[src/rtl/size_class_free_list_allocator_top_defines.svh]
`ifndef SIZE_CLASS_FREE_LIST_ALLOCATOR_TOP_DEFINES_SVH
`define SIZE_CLASS_FREE_LIST_ALLOCATOR_TOP_DEFINES_SVH

// Implication checked in the same cycle, quiet during reset
`define SCFL_ASSERT_NOW(label, ante, cons, msg) \
  label: assert property (@(posedge clk) disable iff (rst) (ante) |-> (cons)) \
    else $error(msg);

// Implication checked in the next cycle, quiet during reset
`define SCFL_ASSERT_NEXT(label, ante, cons, msg) \
  label: assert property (@(posedge clk) disable iff (rst) (ante) |=> (cons)) \
    else $error(msg);

`endif

[src/rtl/scfl_pkg.sv]
package scfl_pkg;

  localparam logic [16:0] MAX_REQUEST    = 17'h10000;
  localparam logic [4:0]  SPLIT_MIN_BITS = 5'd8;

  // Operation codes
  localparam logic OP_ALLOC = 1'b0;
  localparam logic OP_FREE  = 1'b1;

  // Configuration register indexes
  localparam logic REG_HEAP_BASE  = 1'b0;
  localparam logic REG_HEAP_BYTES = 1'b1;

  localparam logic [16:0] HEAP_BYTES_RESET = 17'h10000;

  typedef enum logic [1:0] {
    ST_OK        = 2'd0,
    ST_EXHAUSTED = 2'd1,
    ST_BAD_SIZE  = 2'd2,
    ST_BAD_FREE  = 2'd3
  } status_t;

  typedef struct packed {
    logic        op;
    logic [16:0] request_size;
    logic [31:0] free_address;
  } req_t;

  typedef struct packed {
    logic [31:0] block_address;
    logic [16:0] granted_size;
    logic [31:0] in_use_total;
    logic [1:0]  status;
  } rsp_t;

  // Classified transaction handed from front to back
  typedef struct packed {
    logic        op;
    logic        bad_size;
    logic [4:0]  cls_main;
    logic [4:0]  cls_rem;
    logic [16:0] granted;
    logic [31:0] offset;
  } entry_t;

  // Bit width of a 17-bit value (position of the top set bit plus one)
  function automatic logic [4:0] width_of(input logic [16:0] v);
    logic [4:0] n;
    n = 5'd0;
    for (int i = 0; i < 17; i++) begin
      if (v[i]) n = 5'(i + 1);
    end
    return n;
  endfunction

endpackage

[src/rtl/scfl_front.sv]
module scfl_front #(
  parameter int ALIGN_BYTES = 4
) (
  input  logic           start,
  input  logic           busy,
  input  scfl_pkg::req_t request,
  input  logic [31:0]    heap_base,
  output logic           push,
  output scfl_pkg::entry_t entry
);
  import scfl_pkg::*;

  localparam logic [17:0] ALIGN_MASK = 18'(ALIGN_BYTES - 1);

  // Round up to the alignment, then up to a power of two
  function automatic logic [16:0] round_pow2(input logic [16:0] s);
    logic [17:0] r;
    logic [17:0] rm1;
    r   = ({1'b0, s} + ALIGN_MASK) & ~ALIGN_MASK;
    rm1 = r - 18'd1;
    return 17'(18'd1 << width_of(rm1[16:0]));
  endfunction

  logic [16:0] s;
  logic        bad;
  logic [4:0]  bits;
  logic [16:0] p;
  logic [16:0] main_part;
  logic [16:0] rem_part;
  logic        split;

  // Classify the request into its (main, remainder) class
  always_comb begin
    s         = request.request_size;
    bad       = (s == 17'd0) || (s > MAX_REQUEST);
    bits      = width_of(s - 17'd1);
    p         = round_pow2(s);
    main_part = 17'd1 << (bits - 5'd1);
    rem_part  = round_pow2(s - main_part);
    split     = (p > s) && (bits > SPLIT_MIN_BITS) && (main_part != rem_part);

    entry.op       = request.op;
    entry.bad_size = bad;
    entry.cls_main = split ? (bits - 5'd1) : bits;
    entry.cls_rem  = split ? width_of(rem_part - 17'd1) : 5'd0;
    entry.granted  = bad ? 17'd0 : (split ? (main_part + rem_part) : p);
    entry.offset   = request.free_address - heap_base;
  end

  assign push = start & ~busy;

endmodule

[config.mk]
export PLATFORM = sky130hd
export DESIGN_NAME = scfl_front
export DESIGN_NICKNAME = d
export VERILOG_FILES = /design/src/rtl/size_class_free_list_allocator_top_defines.svh /design/src/rtl/scfl_pkg.sv /design/src/rtl/scfl_front.sv
export SDC_FILE = /design/constraint.sdc
export NUM_CORES = 1
export LEC_CHECK = 0
export BUFFER_PORTS_ARGS = -buffer_cell sky130_fd_sc_hd__buf_4
export CAP_MARGIN = 20
export CORE_MARGIN = 10
export CORE_UTILIZATION = 50
export DETAILED_ROUTE_END_ITERATION = 8
export GPL_TIMING_DRIVEN = 0
export PLACE_DENSITY = 0.82
export SYNTH_ARGS = -nofsm -noshare
export SYNTH_HDL_FRONTEND = slang
export SYNTH_SLANG_ARGS = --single-unit
[constraint.sdc]
create_clock -name vclk -period 16.6
set_input_delay 2.49 -clock vclk [all_inputs]
set_output_delay 2.49 -clock vclk [all_outputs]
set_load 0.1 [all_outputs]
# After elaboration in Yosys (flattened, before gate mapping)
# Index checks and enable logic that the tools add are counted.
[word_totals] register_bits=0 in_bits=84 output_inout_bits=62
[classes] addsub=10 order_cmp=3 eq_ne=1 n_shift=3 n_mux=72 bitwise_logic=2 n_reduce_logical=4
[op_table] cell="2-to-1 mux 5 bit" count=64
[op_table] cell="subtractor 17 x 1 -> 17 bit (second input constant)" count=4
[op_table] cell="left shift 1 x 5 -> 17 bit (first input constant)" count=3
[op_table] cell="adder 17 x 2 -> 17 bit (second input constant)" count=2
[op_table] cell="2-to-1 mux 17 bit" count=2
[op_table] cell="subtractor 32 bit" count=1
[op_table] cell="adder 17 bit" count=1
[op_table] cell="> comparator 17 bit" count=1
[op_table] cell="> comparator 17 bit (second input constant)" count=1
[op_table] cell="logical NOT 17 bit" count=1
[op_table] cell="inequality test 17 bit" count=1
[op_table] cell="subtractor 17 bit" count=1
[op_table] cell="> comparator 5 x 4 -> 1 bit (second input constant)" count=1
[op_table] cell="subtractor 5 x 1 -> 5 bit (second input constant)" count=1
[op_table] cell="2-to-1 mux 1 bit" count=4
[op_table] cell="2-to-1 mux 2 bit" count=2
[op_table] cell="logical AND 1 bit" count=2
[op_table] cell="AND 1 bit" count=1
[op_table] cell="logical OR 1 bit" count=1
[op_table] cell="inverter 1 bit" count=1

# Logic depth before layout (Yosys ltp)
[logic_depth] depth_word=60 ltp_mapped=58

# Worst setup path after synthesis
# OpenSTA, ideal clock, no wires.
[synth_timing] kind="input port to output port" start="in request[32] (netlist name)" end="out entry[48] (netlist name)" arrival_ns=13.552 required_time_ns=14.110 setup_slack_ns=0.558 path_stages=56 n_path_buf=6 cell_sequence="clkbuf_1 clkbuf_1 inv_1 ha_1 clkbuf_1 inv_1 nor4_2 xnor2_1 o211ai_1 o211a_1 a21oi_1 nor2_1 ha_1 inv_1 o211ai_1 o31a_1 clkbuf_1 nand3_1 [20 not listed] ha_1 a21o_1 a21oi_1 o21bai_1 a21oi_1 o21bai_1 a21oi_1 o21bai_1 a21oi_1 o21bai_1 a21oi_1 o21bai_1 a21oi_1 o21bai_1 a21oi_1 nand2_1 mux2_2 a21oi_1"
[synth_rtl] item="start, declared" line_no="scfl_front.sv:6" source="input scfl_pkg::req_t request,"
[synth_rtl] item="end, declared" line_no="scfl_front.sv:9" source="output scfl_pkg::entry_t entry"

==> flow_summary.yaml <==
logic_synthesis:
  synthTopCellsByCount: "114 x inv_1, 107 x ha_1, 107 x nor2_1, 91 x nand2_1, 89 x a21oi_1"
  yosysSeqAreaShare: 0
  synth-simple-area-share: 0.3271
  synth_adder_area_share: 0.1818
  synth_top_family_by_area: "simple AND/OR/NAND/NOR gates"
  synth_compound_area_frac: 0.3097
  synth_cell_types: 82
  synth-xor-area-share: 0.08995
  muxShareOfSynthArea: 0.009597
  yosysMostFrequentCell: "inv_1"
  ys_top_cells_by_area: "ha_1 17%, xnor2_1 7.6%, a21oi_1 5.8%"
  synth_top_cell_by_area: "ha_1"
  netlist.area_leader.share: 0.1740
  synth_warnings: 0
  synth_cells: 1196
  syn_area_sq_um: 7692
  syn_area_per_cell_sq_um: 6.432
timing:
  maxSlewViolCount: 0
  period_share: 0.9592
  relSlewSlack: 0.4186
  worst_pin_slew_ns: 0.8658
  hold_viol: 0
  fmax_mhz: 62.80
  min_period_ns: 15.92
  worst_slack_ns: 0.6773
  setup_viol_count_final: 0
  whs_ns: 5.308
critical_path:
  arrival_ns: 13.43
  max_stage_delay_ns: 0.55
  cp.required_ns: 14.11
  start_kind: "primary input"
  cp_slowest_cell: "o41ai_1"
  critical_path_class: "in2out"
  critPathMaxFanout: 10
  worstSetupEndpointType: "output pin"
  cp_common_cell: "a21oi_1"
final_layout:
  nets: 1549
  seq_cell_count: 0
  regArea_sq_um: 0
  layout-drive-gt1-share: 0.1582
  nFillCells: 1442
  area_delta_synth_final_pct: 19.81
  clock_buffers: 0
die:
  start_util: 0.5079
  ios: 146
  die_area_sq_um: 20750
  coreArea_sq_um: 15150
  num_rows: 45
  dieHeight_microns: 144.0
  die_x_microns: 144.0
worst_hold_path:
  hp-start: "request[49]"
  holdPathEnd: "entry[60]"
  hold_depth: 2
  hold_class: "in2out"
global_route:
  track_usage: 0.2242
  antenna_found_initial: 1
  grt_pass1_vias: 8609
  grt_pass1_wl_mm: 39.96
  gr-total-overflow: 0
  grt_start_max_net_pins: 17
pwr:
  leakagePower_nw: 4.142
  ir_drop_mv: 0.04261
  power_density_nw_per_um2: 55.79
drt:
  vias: 9340
  routed_wl_mm: 24.95
  first_pass_iters: 5
  drt_iter0_drc: 752
  wl_per_cell_microns: 16.18
  drc: 0
  final_antenna_net_count: 0
  vias_per_cell: 6.057
job:
  cap_violations: 0
status:
  outcome: "completed"
placement:
  gp_congestion: 0.9291
  dp_hpwl_mm: 20.99
  pre_cts_slack_ns: -0.6231
  io_buffer_count: 144
clock_tree:
  postCtsHoldBufs: 0
==> layout by cell type (no fill, tap or decap), types with 11 or more instances in the layout <==
master and instances:
buf_4 152, inv_1 113, ha_1 106, nor2_1 105
nand2_1 90, a21oi_1 87, xnor2_1 67, o21ai_0 65
nand3_1 53, nor3_1 42, or3_1 36, clkbuf_1 32
and2_1 24, o21bai_1 19, nand4_1 19, nor2b_1 17
a21o_1 17, nand2b_1 17, or2_2 15, o211ai_1 15
a31oi_1 15, o31ai_1 13, o21a_1 13, nor4_1 13
xor2_1 11
==> timing repair <==
item                       CTS  global route
gates resized for setup      5            32
buffers inserted             3             5
setup endpoints to repair   19            19
pin swaps                    1             2
==> final cells by class <==
cell class	instances	area, sq um	share of cell area
Buffer	43	188.9	0.02050
Timing Repair Buffer	152	1149	0.1246
Tap cell	188	235.2	0.02552
Multi-Input combinational cell	1042	7206	0.7818
Antenna cell	1	2.502	0.0002715
Inverter	116	435.4	0.04724
==> worst max-delay path, delay by kind of cell <==
family	cells	cell delay [ns]
compound gates	26	5.09
simple gates	14	2.21
buf+inv	9	1.90
fa+ha+maj	5	1.42
mux	1	0.28
==> logic make-up (layout without fill, tap and decap cells) <==
kind of cell	count (synthesis)	in the layout
other	2	10
multiplexers	7	7
AND/OR/NAND/NOR	484	484
AO/OA/AOI/OAI	353	353
adder cells (fa/ha/maj)	110	110
buffers and inverters	161	311
XOR/XNOR	79	79
==> metal layers <==
metal,global-route usage,vias to the layer above,part of all wire
li1,-,4696,-
met1,0.2736,4279,0.42
met2,0.4095,313,0.50
met3,0.009183,52,0.049
met4,0.07469,0,0.034
met5,0,-,0
==> worst max path at each step <==
stage | start | end | slack, ns | depth (start not counted)
2_1_floorplan | request[32] | entry[48] | 0.56 | 56
3_3_place_gp | request[32] | entry[48] | -0.43 | 56
3_5_place_dp | request[32] | entry[48] | -0.62 | 56
4_1_cts | request[32] | entry[48] | 0.03 | 55
5_1_grt | request[33] | entry[47] | -0.04 | 55
6_report | request[33] | entry[48] | 0.68 | 55
==> power by group <==
group           internal, mW  leakage, nW     total [mW]  switching, mW
clock          0.00000000806   0.00000634  0.00000000807              0
combinational          0.154         4.14          0.514          0.360
sequential                 0            0              0              0
==> metrics by stage <==
stage	std cells	total power [mW]	area, sq um	util	setup TNS, ns
after floorplan	1203	0.3893	7719	-	0
after global placement	1535	0.4922	9035	0.5965	-1.179
after detailed placement	1535	0.4988	9035	0.5965	-4.044
after CTS	1537	0.5013	9072	0.5990	0
after global routing	1542	0.5517	9216	0.6085	-0.06214
final	1542	0.5142	9216	0.6085	0
Note: power is estimated with default switching activity, not from simulation.
