### src/rtl/size_class_free_list_allocator_top_defines.svh
`ifndef SIZE_CLASS_FREE_LIST_ALLOCATOR_TOP_DEFINES_SVH
`define SIZE_CLASS_FREE_LIST_ALLOCATOR_TOP_DEFINES_SVH

// Implication checked in the same cycle, quiet during reset
`define SCFL_ASSERT_NOW(label, ante, cons, msg) \
  label: assert property (@(posedge clk) disable iff (rst) (ante) |-> (cons)) \
    else $error(msg);

// Implication checked in the next cycle, quiet during reset
`define SCFL_ASSERT_NEXT(label, ante, cons, msg) \
  label: assert property (@(posedge clk) disable iff (rst) (ante) |=> (cons)) \
    else $error(msg);

`endif

### src/rtl/scfl_pkg.sv
package scfl_pkg;

  localparam logic [16:0] MAX_REQUEST    = 17'h10000;
  localparam logic [4:0]  SPLIT_MIN_BITS = 5'd8;

  // Operation codes
  localparam logic OP_ALLOC = 1'b0;
  localparam logic OP_FREE  = 1'b1;

  // Configuration register indexes
  localparam logic REG_HEAP_BASE  = 1'b0;
  localparam logic REG_HEAP_BYTES = 1'b1;

  localparam logic [16:0] HEAP_BYTES_RESET = 17'h10000;

  typedef enum logic [1:0] {
    ST_OK        = 2'd0,
    ST_EXHAUSTED = 2'd1,
    ST_BAD_SIZE  = 2'd2,
    ST_BAD_FREE  = 2'd3
  } status_t;

  typedef struct packed {
    logic        op;
    logic [16:0] request_size;
    logic [31:0] free_address;
  } req_t;

  typedef struct packed {
    logic [31:0] block_address;
    logic [16:0] granted_size;
    logic [31:0] in_use_total;
    logic [1:0]  status;
  } rsp_t;

  // Classified transaction handed from front to back
  typedef struct packed {
    logic        op;
    logic        bad_size;
    logic [4:0]  cls_main;
    logic [4:0]  cls_rem;
    logic [16:0] granted;
    logic [31:0] offset;
  } entry_t;

  // Bit width of a 17-bit value (position of the top set bit plus one)
  function automatic logic [4:0] width_of(input logic [16:0] v);
    logic [4:0] n;
    n = 5'd0;
    for (int i = 0; i < 17; i++) begin
      if (v[i]) n = 5'(i + 1);
    end
    return n;
  endfunction

endpackage

### src/rtl/scfl_queue.sv
module scfl_queue (
  input  logic             clk,
  input  logic             rst,
  input  logic             push,
  input  scfl_pkg::entry_t wr_entry,
  input  logic             pop,
  output logic             full,
  output logic             valid,
  output scfl_pkg::entry_t rd_entry
);
  import scfl_pkg::*;

  entry_t     slots [2];
  logic       wr_ptr;
  logic       rd_ptr;
  logic [1:0] count;

  // Advance pointers and count
  always_ff @(posedge clk) begin
    if (rst) begin
      wr_ptr <= 1'b0;
      rd_ptr <= 1'b0;
      count  <= 2'd0;
    end else begin
      if (push) wr_ptr <= ~wr_ptr;
      if (pop)  rd_ptr <= ~rd_ptr;
      count <= count + 2'(push) - 2'(pop);
    end
  end

  // Hold queued transactions
  always_ff @(posedge clk) begin
    if (push) slots[wr_ptr] <= wr_entry;
  end

  assign full     = (count == 2'd2);
  assign valid    = (count != 2'd0);
  assign rd_entry = slots[rd_ptr];

endmodule

### config.mk
export PLATFORM = sky130hd
export DESIGN_NAME = scfl_queue
export DESIGN_NICKNAME = d
export VERILOG_FILES = /design/src/rtl/size_class_free_list_allocator_top_defines.svh /design/src/rtl/scfl_pkg.sv /design/src/rtl/scfl_queue.sv
export SDC_FILE = /design/constraint.sdc
export NUM_CORES = 1
export LEC_CHECK = 0
export BUFFER_PORTS_ARGS = -buffer_cell sky130_fd_sc_hd__buf_2
export CORE_ASPECT_RATIO = 0.6
export CORE_MARGIN = 3
export CORE_UTILIZATION = 25
export DETAILED_ROUTE_END_ITERATION = 16
export GPL_ROUTABILITY_DRIVEN = 0
export GPL_TIMING_DRIVEN = 0
export SYNTH_ARGS = -nofsm -noshare
export SYNTH_HDL_FRONTEND = slang
export SYNTH_SLANG_ARGS = --single-unit
### constraint.sdc
create_clock -name clk -period 4.79 [get_ports clk]
set_input_delay 0.479 -clock clk [delete_from_list [all_inputs] [get_ports clk]]
set_output_delay 0.479 -clock clk [all_outputs]
set_load 0.02 [all_outputs]
## Yosys cells after proc, flatten, opt, wreduce, memory -nomap -nowiden

Memories as Yosys holds them, arrays and structs flattened. A register that Yosys moved wholly into a read port is not among the register bits.
Cells that the tools add are included.

| word-level totals | value |
|---|---|
| bits in registers | 4 |
| memories kept | 1 |
| bits in writable memories | 122 |
| output and inout port bits | 63 |

Memory list:

| memory | depth | bits a word | read ports | clocked after memory_dff | write ports | RTL line | text |
|---|---|---|---|---|---|---|---|
| slots | 2 | 61 | 1 | 1 | 1 | scfl_queue.sv:13 | `entry_t slots [2];` |

| operators by class | value |
|---|---|
| $add $sub $neg | 2 |
| equality and inequality tests | 1 |
| muxes and demuxes | 4 |
| bitwise logic cells | 2 |
| reductions and logical operators | 1 |

Operator list:

| kind | count |
|---|---|
| two-way mux 1 bit | 4 |
| adder 2 x 1 -> 2 bit | 1 |
| equality test 2 bit, second input constant | 1 |
| NOT 1 bit | 2 |
| nonzero test 2 bit | 1 |
| subtractor 2 x 1 -> 2 bit | 1 |

## Longest topological paths before layout

Gate-level depths: netlist of run 1.

| logic depth | value |
|---|---|
| word-level depth | 3 |
| mapped depth | 6 |

## Worst setup path after synthesis of run 1

No wires, ideal clock.

| timing path | value |
|---|---|
| kind | in2reg |
| start | input push |
| end | memory slots[0][0] (netlist name) (enable) |
| cell stages on the path | 1 |
| arrival time | 3.165 ns |
| data required time | 4.303 ns |
| setup slack | 1.137 ns |
| setup time | 0.487 ns |
| cell sequence | nor2b_1 |

| on the way | value |
|---|---|
| longest elaborated chain between the ends | 2 |

Ends and longest elaborated chain:

| what | RTL line | text |
|---|---|---|
| from (decl) | scfl_queue.sv:4 | `input logic push,` |
| two-way mux 1 bit | scfl_queue.sv:33 | `if (push) slots[wr_ptr] <= wr_entry;` |
| two-way mux 1 bit (implied by the code) | scfl_queue.sv:33 |  |
| to (decl) | scfl_queue.sv:13 |  |

No other way between the ends.

==> results by group, run 1 <==
Logic synthesis
  – Mapped Cells: 211
  – Yosys warning total: 0
  – Synth top area cells: edfxtp_1 74%, mux2_4 18%, buf_12 2.4%
  – Leading area contributor after synthesis: edfxtp_1
  – Mapped Area: 4926 sq um
  – Synth unique cells: 14
  – Seq/Total Area, Yosys: 76.40%
  – #FFs+latches synth: 127
  – Ys flop type: edfxtp_1
  – Number of synthesized flops with an enable pin: 122
  – Most numerous cell in the Yosys netlist: edfxtp_1
  – Syn_area_per_cell: 23.35 sq um
  – Most instantiated cells after synthesis: 122 x edfxtp_1, 60 x mux2_4, 6 x buf_12, 5 x dfxtp_1, 4 x nor2_1
  – Syn_nets: 278
  – Async SR Flop Fraction: 0%
  – Yosys top cell area share: 74.37%

Setup path
  – Worst-path fanout max: 10
  – CP Launch Type: flip-flop
  – Worst stage delay on the critical path: 320 ps
  – Worst reg2reg path endpoint: slots[1][33]
  – Crit. End Element: primary output
  – Req. time, crit path: 4310 ps
  – Critical Path AT: 1600 ps
  – Reg-to-reg startpoint: wr_ptr
  – Worst reg2reg path depth: 1
  – Worst path cell trace: buf_6 -> buf_12 -> mux2_4 -> buf_2
  – Critical path type: reg -> out
  – Critical Path Slowest Stage Cell: dfxtp_1
  – R2R setup slack: 3190 ps

Floorplanning
  – Die area: 21,480 sq um
  – Die H: 114.7 microns
  – Starting Density: 25.69%
  – Cell Rows: 39
  – Core ar.: 19,180 sq um
  – I/O pin total: 128
  – Die width: 187.2 microns

GRT
  – GRT Total Usage: 9.357%
  – Vias in the first global route: 2,584
  – First-pass GRT wire length: 14,600 microns
  – Antenna violations before repair: 0
  – Largest net degree at the start of global routing: 62
  – GR Overflow Total: 0

Power
  – P_leak: 2.573 nW
  – Worst VDD drop: 0.0002287 V
  – Cell Pwr Density: 463.4 nW/um^2

Cells and area
  – Area of the multi-input gates: 1033 sq um
  – Diode count: 0
  – Share of cells above drive strength 1: 60.75%
  – Area Overhead vs Synth: 32.89%
  – Final net count: 426
  – Fillers: 1,831
  – Final Core Density: 34.14%
  – Fin cells: 638
  – Seq. cell area: 3764 sq um

STA
  – # setup viols final: 0
  – RSZ-0062 raised after global routing: no
  – Max Clk Rate: 481.3 MHz
  – Relative slew slack: 39.91%
  – Final slew viol count: 0
  – Final Hold Viols: 0
  – Period utilization: 43.37%
  – Fin crit period: 2078 ps
  – Clk_skew: 7.098 ps
  – Slew @ Worst Pin: 901.4 ps

Detailed routing
  – Vias: 2,410
  – Drt first pass iters: 4
  – # DRC: 0
  – Final WL: 9485 microns
  – Vias per cell: 3.777
  – DR WL/cell: 14.87 microns
  – DR iter-0 viols: 72
  – Antenna Violating Nets Remaining: 0

Clocking
  – Post-CTS Resized: 0
  – CTS Buf Count: 17
  – Clock Latency Late Sink: 420 ps
  – TritonCTS clock tree: yes
  – Clk pin slew, worst setup/hold paths: 60 ps
  – CTS Hold Bufs: 0
  – Clock Root Buffer: clkbuf_16
  – Htree depth: 4
  – Longest Clk Path Bufs: 2
  – Post-CTS Setup Bufs: 0
  – Sink Count: 127

Place
  – Final HPWL DP: 6413 microns
  – Port Buffer Count: 127
  – Dpl cells: 606

Hold path
  – Worst Hold End: slots[0][40]
  – Hold wc startpoint: wr_entry[40]
  – Worst hold path type: in -> reg
  – Hold path depth: 1

Status
  – Outcome: complete, no violations

Flow run
  – Max-capacitance violation count: 0
==> critical path: cells and delay by family (launching register included) <==
| kind | cells | cell delay (ps) |
|---|---|---|
| buf+inv | 3 | 530 |
| mux | 1 | 320 |
| flops | 1 | 320 |
==> through the flow <==
step | instance area [sq um] | setup TNS, ps | hold slack, ps | power [mW] | setup slack [ps]
after detailed placement | 5944 | 0 | 509.7 | 1.746 | 2962
after global routing | 6546 | 0 | 216.0 | 3.166 | 2609
after global placement | 5894 | -44520 | 497.3 | 1.734 | -737.3
after floorplan | 4926 | 0 | 479.9 | 1.612 | 1137
final | 6546 | 0 | 247.9 | 3.033 | 2712
after CTS | 6546 | 0 | 213.0 | 3.085 | 2658
==> area by class of cell <==
type | count | area share, %
Buffer | 7 | 2.007
Inverter | 2 | 0.1147
Timing Repair Buffer | 129 | 10.32
Clock inverter | 14 | 2.638
Clock buffer | 18 | 6.556
Multi-Input combinational cell | 75 | 15.79
Tap cell | 266 | 5.084
Sequential cell | 127 | 57.49
==> power by group <==
group / total [mW] / switching [mW] / internal, mW
logic: 0.398 / 0.209 / 0.190
clock network: 1.32 / 0.460 / 0.858
registers: 1.32 / 0.0193 / 1.30
total: 3.03 / 0.688 / 2.35
==> placed cells by master, fill, tap and decap left out, drive strengths merged <==
cell type and instances:
mux2 61, clkinvlp 2, edfxtp 122, clkbuf 18
buf 136, bufinv 4, xnor2 2, and2 1
or2 1, nor2b 3, dfxtp 5, ha 2
clkinv 8, inv 2, xnor3 1, nor2 4
==> state kept, by name (all words and copies together) (netlist names), named ones only <==
| signal | count |
|---|---|
| slots | 122 |
| rd_ptr | 1 |
| wr_ptr | 1 |
| count | 2 |
==> layer usage <==
metal,vias up,share of wire [%],global-route usage (%)
met5,-,0,0
met4,0,2.0,5.284
met3,15,8.1,4.814
met2,81,44,13.67
met1,1191,46,11.23
li1,1123,-,-
==> logic make-up (layout without fill, tap and decap cells) <==
group,count (synthesis),after routing,synth area share [%]
buffers and inverters,9,170,2.820
xor gates and xnor gates,3,3,0.8128
muxes,61,61,18.52
adders and majority gates,2,2,0.5079
and+or+nand+nor,9,9,0.9399
DFF,127,127,76.40
==> worst max path at each step <==
stage / from / end / slack, ps
2_1_floorplan: push / slots[0][0] / 1140
3_3_place_gp: push / slots[0][30] / -740
3_5_place_dp: push / slots[1][33] / 2960
4_1_cts: flip-flop / rd_entry[45] / 2660
5_1_grt: flip-flop / rd_entry[45] / 2610
6_report: flip-flop / rd_entry[45] / 2710
No activity file was read; power rests on OpenSTA's default activity.
==> run 2: changes to the inputs <==
==> constraint.sdc (replaced) <==
create_clock -name clk -period 1.84 [get_ports clk]
set_input_delay 0.184 -clock clk [delete_from_list [all_inputs] [get_ports clk]]
set_output_delay 0.184 -clock clk [all_outputs]
set_load 0.02 [all_outputs]
==> results by group, run 2 (synthesized netlist as in run 1, its figures left out) <==
Cells and area
  – Area Overhead vs Synth: 44.32%
  – Final net count: 488
  – Final Core Density: 37.07%
  – Fin cells: 698
  – Most frequent cells in the layout: 127 x buf_2, 122 x edfxtp_1, 62 x dlygate4sd3_1, 60 x mux2_4, 17 x clkbuf_16
  – Area of the multi-input gates: 1033 sq um
  – Fin area: 7109 sq um
  – Diode count: 0
  – Share of cells above drive strength 1: 51.85%
  – Reg with most FFs: slots
  – Number of flip-flops in the largest register: 122
  – Most common cell after layout, fill and taps aside: buf_2
  – Seq. cell area: 3764 sq um
  – Fillers: 1,799
  – Top Registers: slots (122), count (2)

STA
  – Clk_skew: 5.869 ps
  – # setup viols final: 0
  – Final Hold Viols: 0
  – Period utilization: 95.55%
  – Final slew viol count: 0
  – Relative slew slack: 42.02%
  – Fin crit period: 1758 ps
  – Max Clk Rate: 568.8 MHz
  – RSZ-0062 raised after global routing: no
  – Worst Hold Margin: 75.02 ps
  – Setup Total Neg Slack: 0 ps
  – Final worst slack: 81.93 ps
  – Slew @ Worst Pin: 869.6 ps

Setup path
  – Worst path cell trace: buf_12 -> buf_12 -> mux2_4 -> buf_2
  – Most numerous cell on the critical path: buf_12
  – Req. time, crit path: 1660 ps
  – CP Launch Type: flip-flop
  – Critical Path AT: 1570 ps
  – Reg-to-reg startpoint: wr_ptr
  – Critical Path Slowest Stage Cell: dfxtp_1
  – Crit. End Element: primary output
  – Worst stage delay on the critical path: 350 ps
  – Worst-path fanout max: 10
  – Critical path type: reg -> out

Floorplanning
  – Die width: 187.2 microns
  – Die area: 21,480 sq um
  – Starting Density: 25.69%
  – Cell Rows: 39
  – Core ar.: 19,180 sq um
  – I/O pin total: 128
  – Die H: 114.7 microns

Hold path
  – Worst hold path type: in -> reg
  – Hold wc startpoint: push

Detailed routing
  – Final WL: 9726 microns
  – # DRC: 0
  – Drt first pass iters: 4
  – DR WL/cell: 13.93 microns
  – Antenna Violating Nets Remaining: 0
  – DR iter-0 viols: 102
  – Vias per cell: 3.755
  – Vias: 2,621

GRT
  – Vias in the first global route: 2,824
  – GRT Total Usage: 9.579%
  – Largest net degree at the start of global routing: 62
  – First-pass GRT wire length: 15,270 microns
  – Antenna violations before repair: 0
  – GR Overflow Total: 0

Power
  – NetSw: 1.750 mW
  – Cell Pwr Density: 1078 nW/um^2
  – Net Sw Frac: 22.83%
  – P_leak: 2.809 nW
  – Clk pwr share: 40.3%
  – Pwr Total: 7.667 mW
  – Comb power frac: 15.0%
  – Reg power frac: 44.7%
  – Internal: 5.917 mW
  – Worst VDD drop: 0.0007530 V

Clocking
  – Clock Latency Late Sink: 410 ps
  – Sink Count: 127
  – Longest Clk Path Bufs: 2
  – Clock Root Buffer: clkbuf_16
  – Htree depth: 4
  – Clk pin slew, worst setup/hold paths: 50 ps
  – CTS Buf Count: 17
  – Post-CTS Setup Bufs: 0
  – TritonCTS clock tree: yes

Status
  – Outcome: complete, no violations

Place
  – Post-DP Area: 5944 sq um
  – Place WS: 231.5 ps
  – Final HPWL DP: 6276 microns
  – Dpl cells: 606
  – Port Buffer Count: 127

Flow run
  – Max-capacitance violation count: 0
-- run 2: per-layer routing --
| layer | part of all wire [%] | vias to the layer above | GRT usage [%] |
|---|---|---|---|
| met5 | 0 | - | 0 |
| met4 | 1.7 | 0 | 4.378 |
| met3 | 6.6 | 14 | 4.113 |
| met2 | 45 | 80 | 14.21 |
| met1 | 47 | 1284 | 12.24 |
| li1 | - | 1243 | - |
-- run 2: critical path, delay by kind of cell, from the launching register on --
kind / cells / cell delay (ps)
flip-flops: 1 / 350
multiplexers: 1 / 310
buffers and inverters: 3 / 490
-- run 2: final timing paths --
path / endpoint / slack, ps / cells after the start
hold / removal: wr_ptr / 80 / 3
hold reg to reg: rd_ptr / 530 / 2
setup reg to reg: slots[1][13] / 270 / 1
setup / recovery: rd_entry[0] / 80 / 4
-- run 2: what timing repair did --
action                     4_1_cts  5_1_grt
setup endpoints to repair        0       19
hold buffers                    62        0
hold endpoints to repair       126        0
resized for setup                0        2
-- run 2: layout make-up --
| class | count | area share (%) |
|---|---|---|
| timing repair buffer | 191 | 18.23 |
| clock buffer | 21 | 6.195 |
| buffer | 7 | 1.971 |
| tap | 266 | 4.681 |
| multi-input combinational | 75 | 14.54 |
| sequential | 127 | 52.94 |
| clock inverter | 9 | 1.338 |
| inverter | 2 | 0.1056 |
-- run 2: power groups by stage --
| stage | Sequential (mW) | Combinational [mW] | Clock, mW |
|---|---|---|---|
| finish | 3.43 | 1.15 | 3.09 |
| global route | 3.45 | 1.23 | 3.33 |
| CTS | 3.43 | 1.16 | 3.19 |
| detailed placement | 3.49 | 1.06 | 0 |
| global placement | 3.48 | 1.02 | 0 |
| floorplan | 3.47 | 0.714 | 0 |
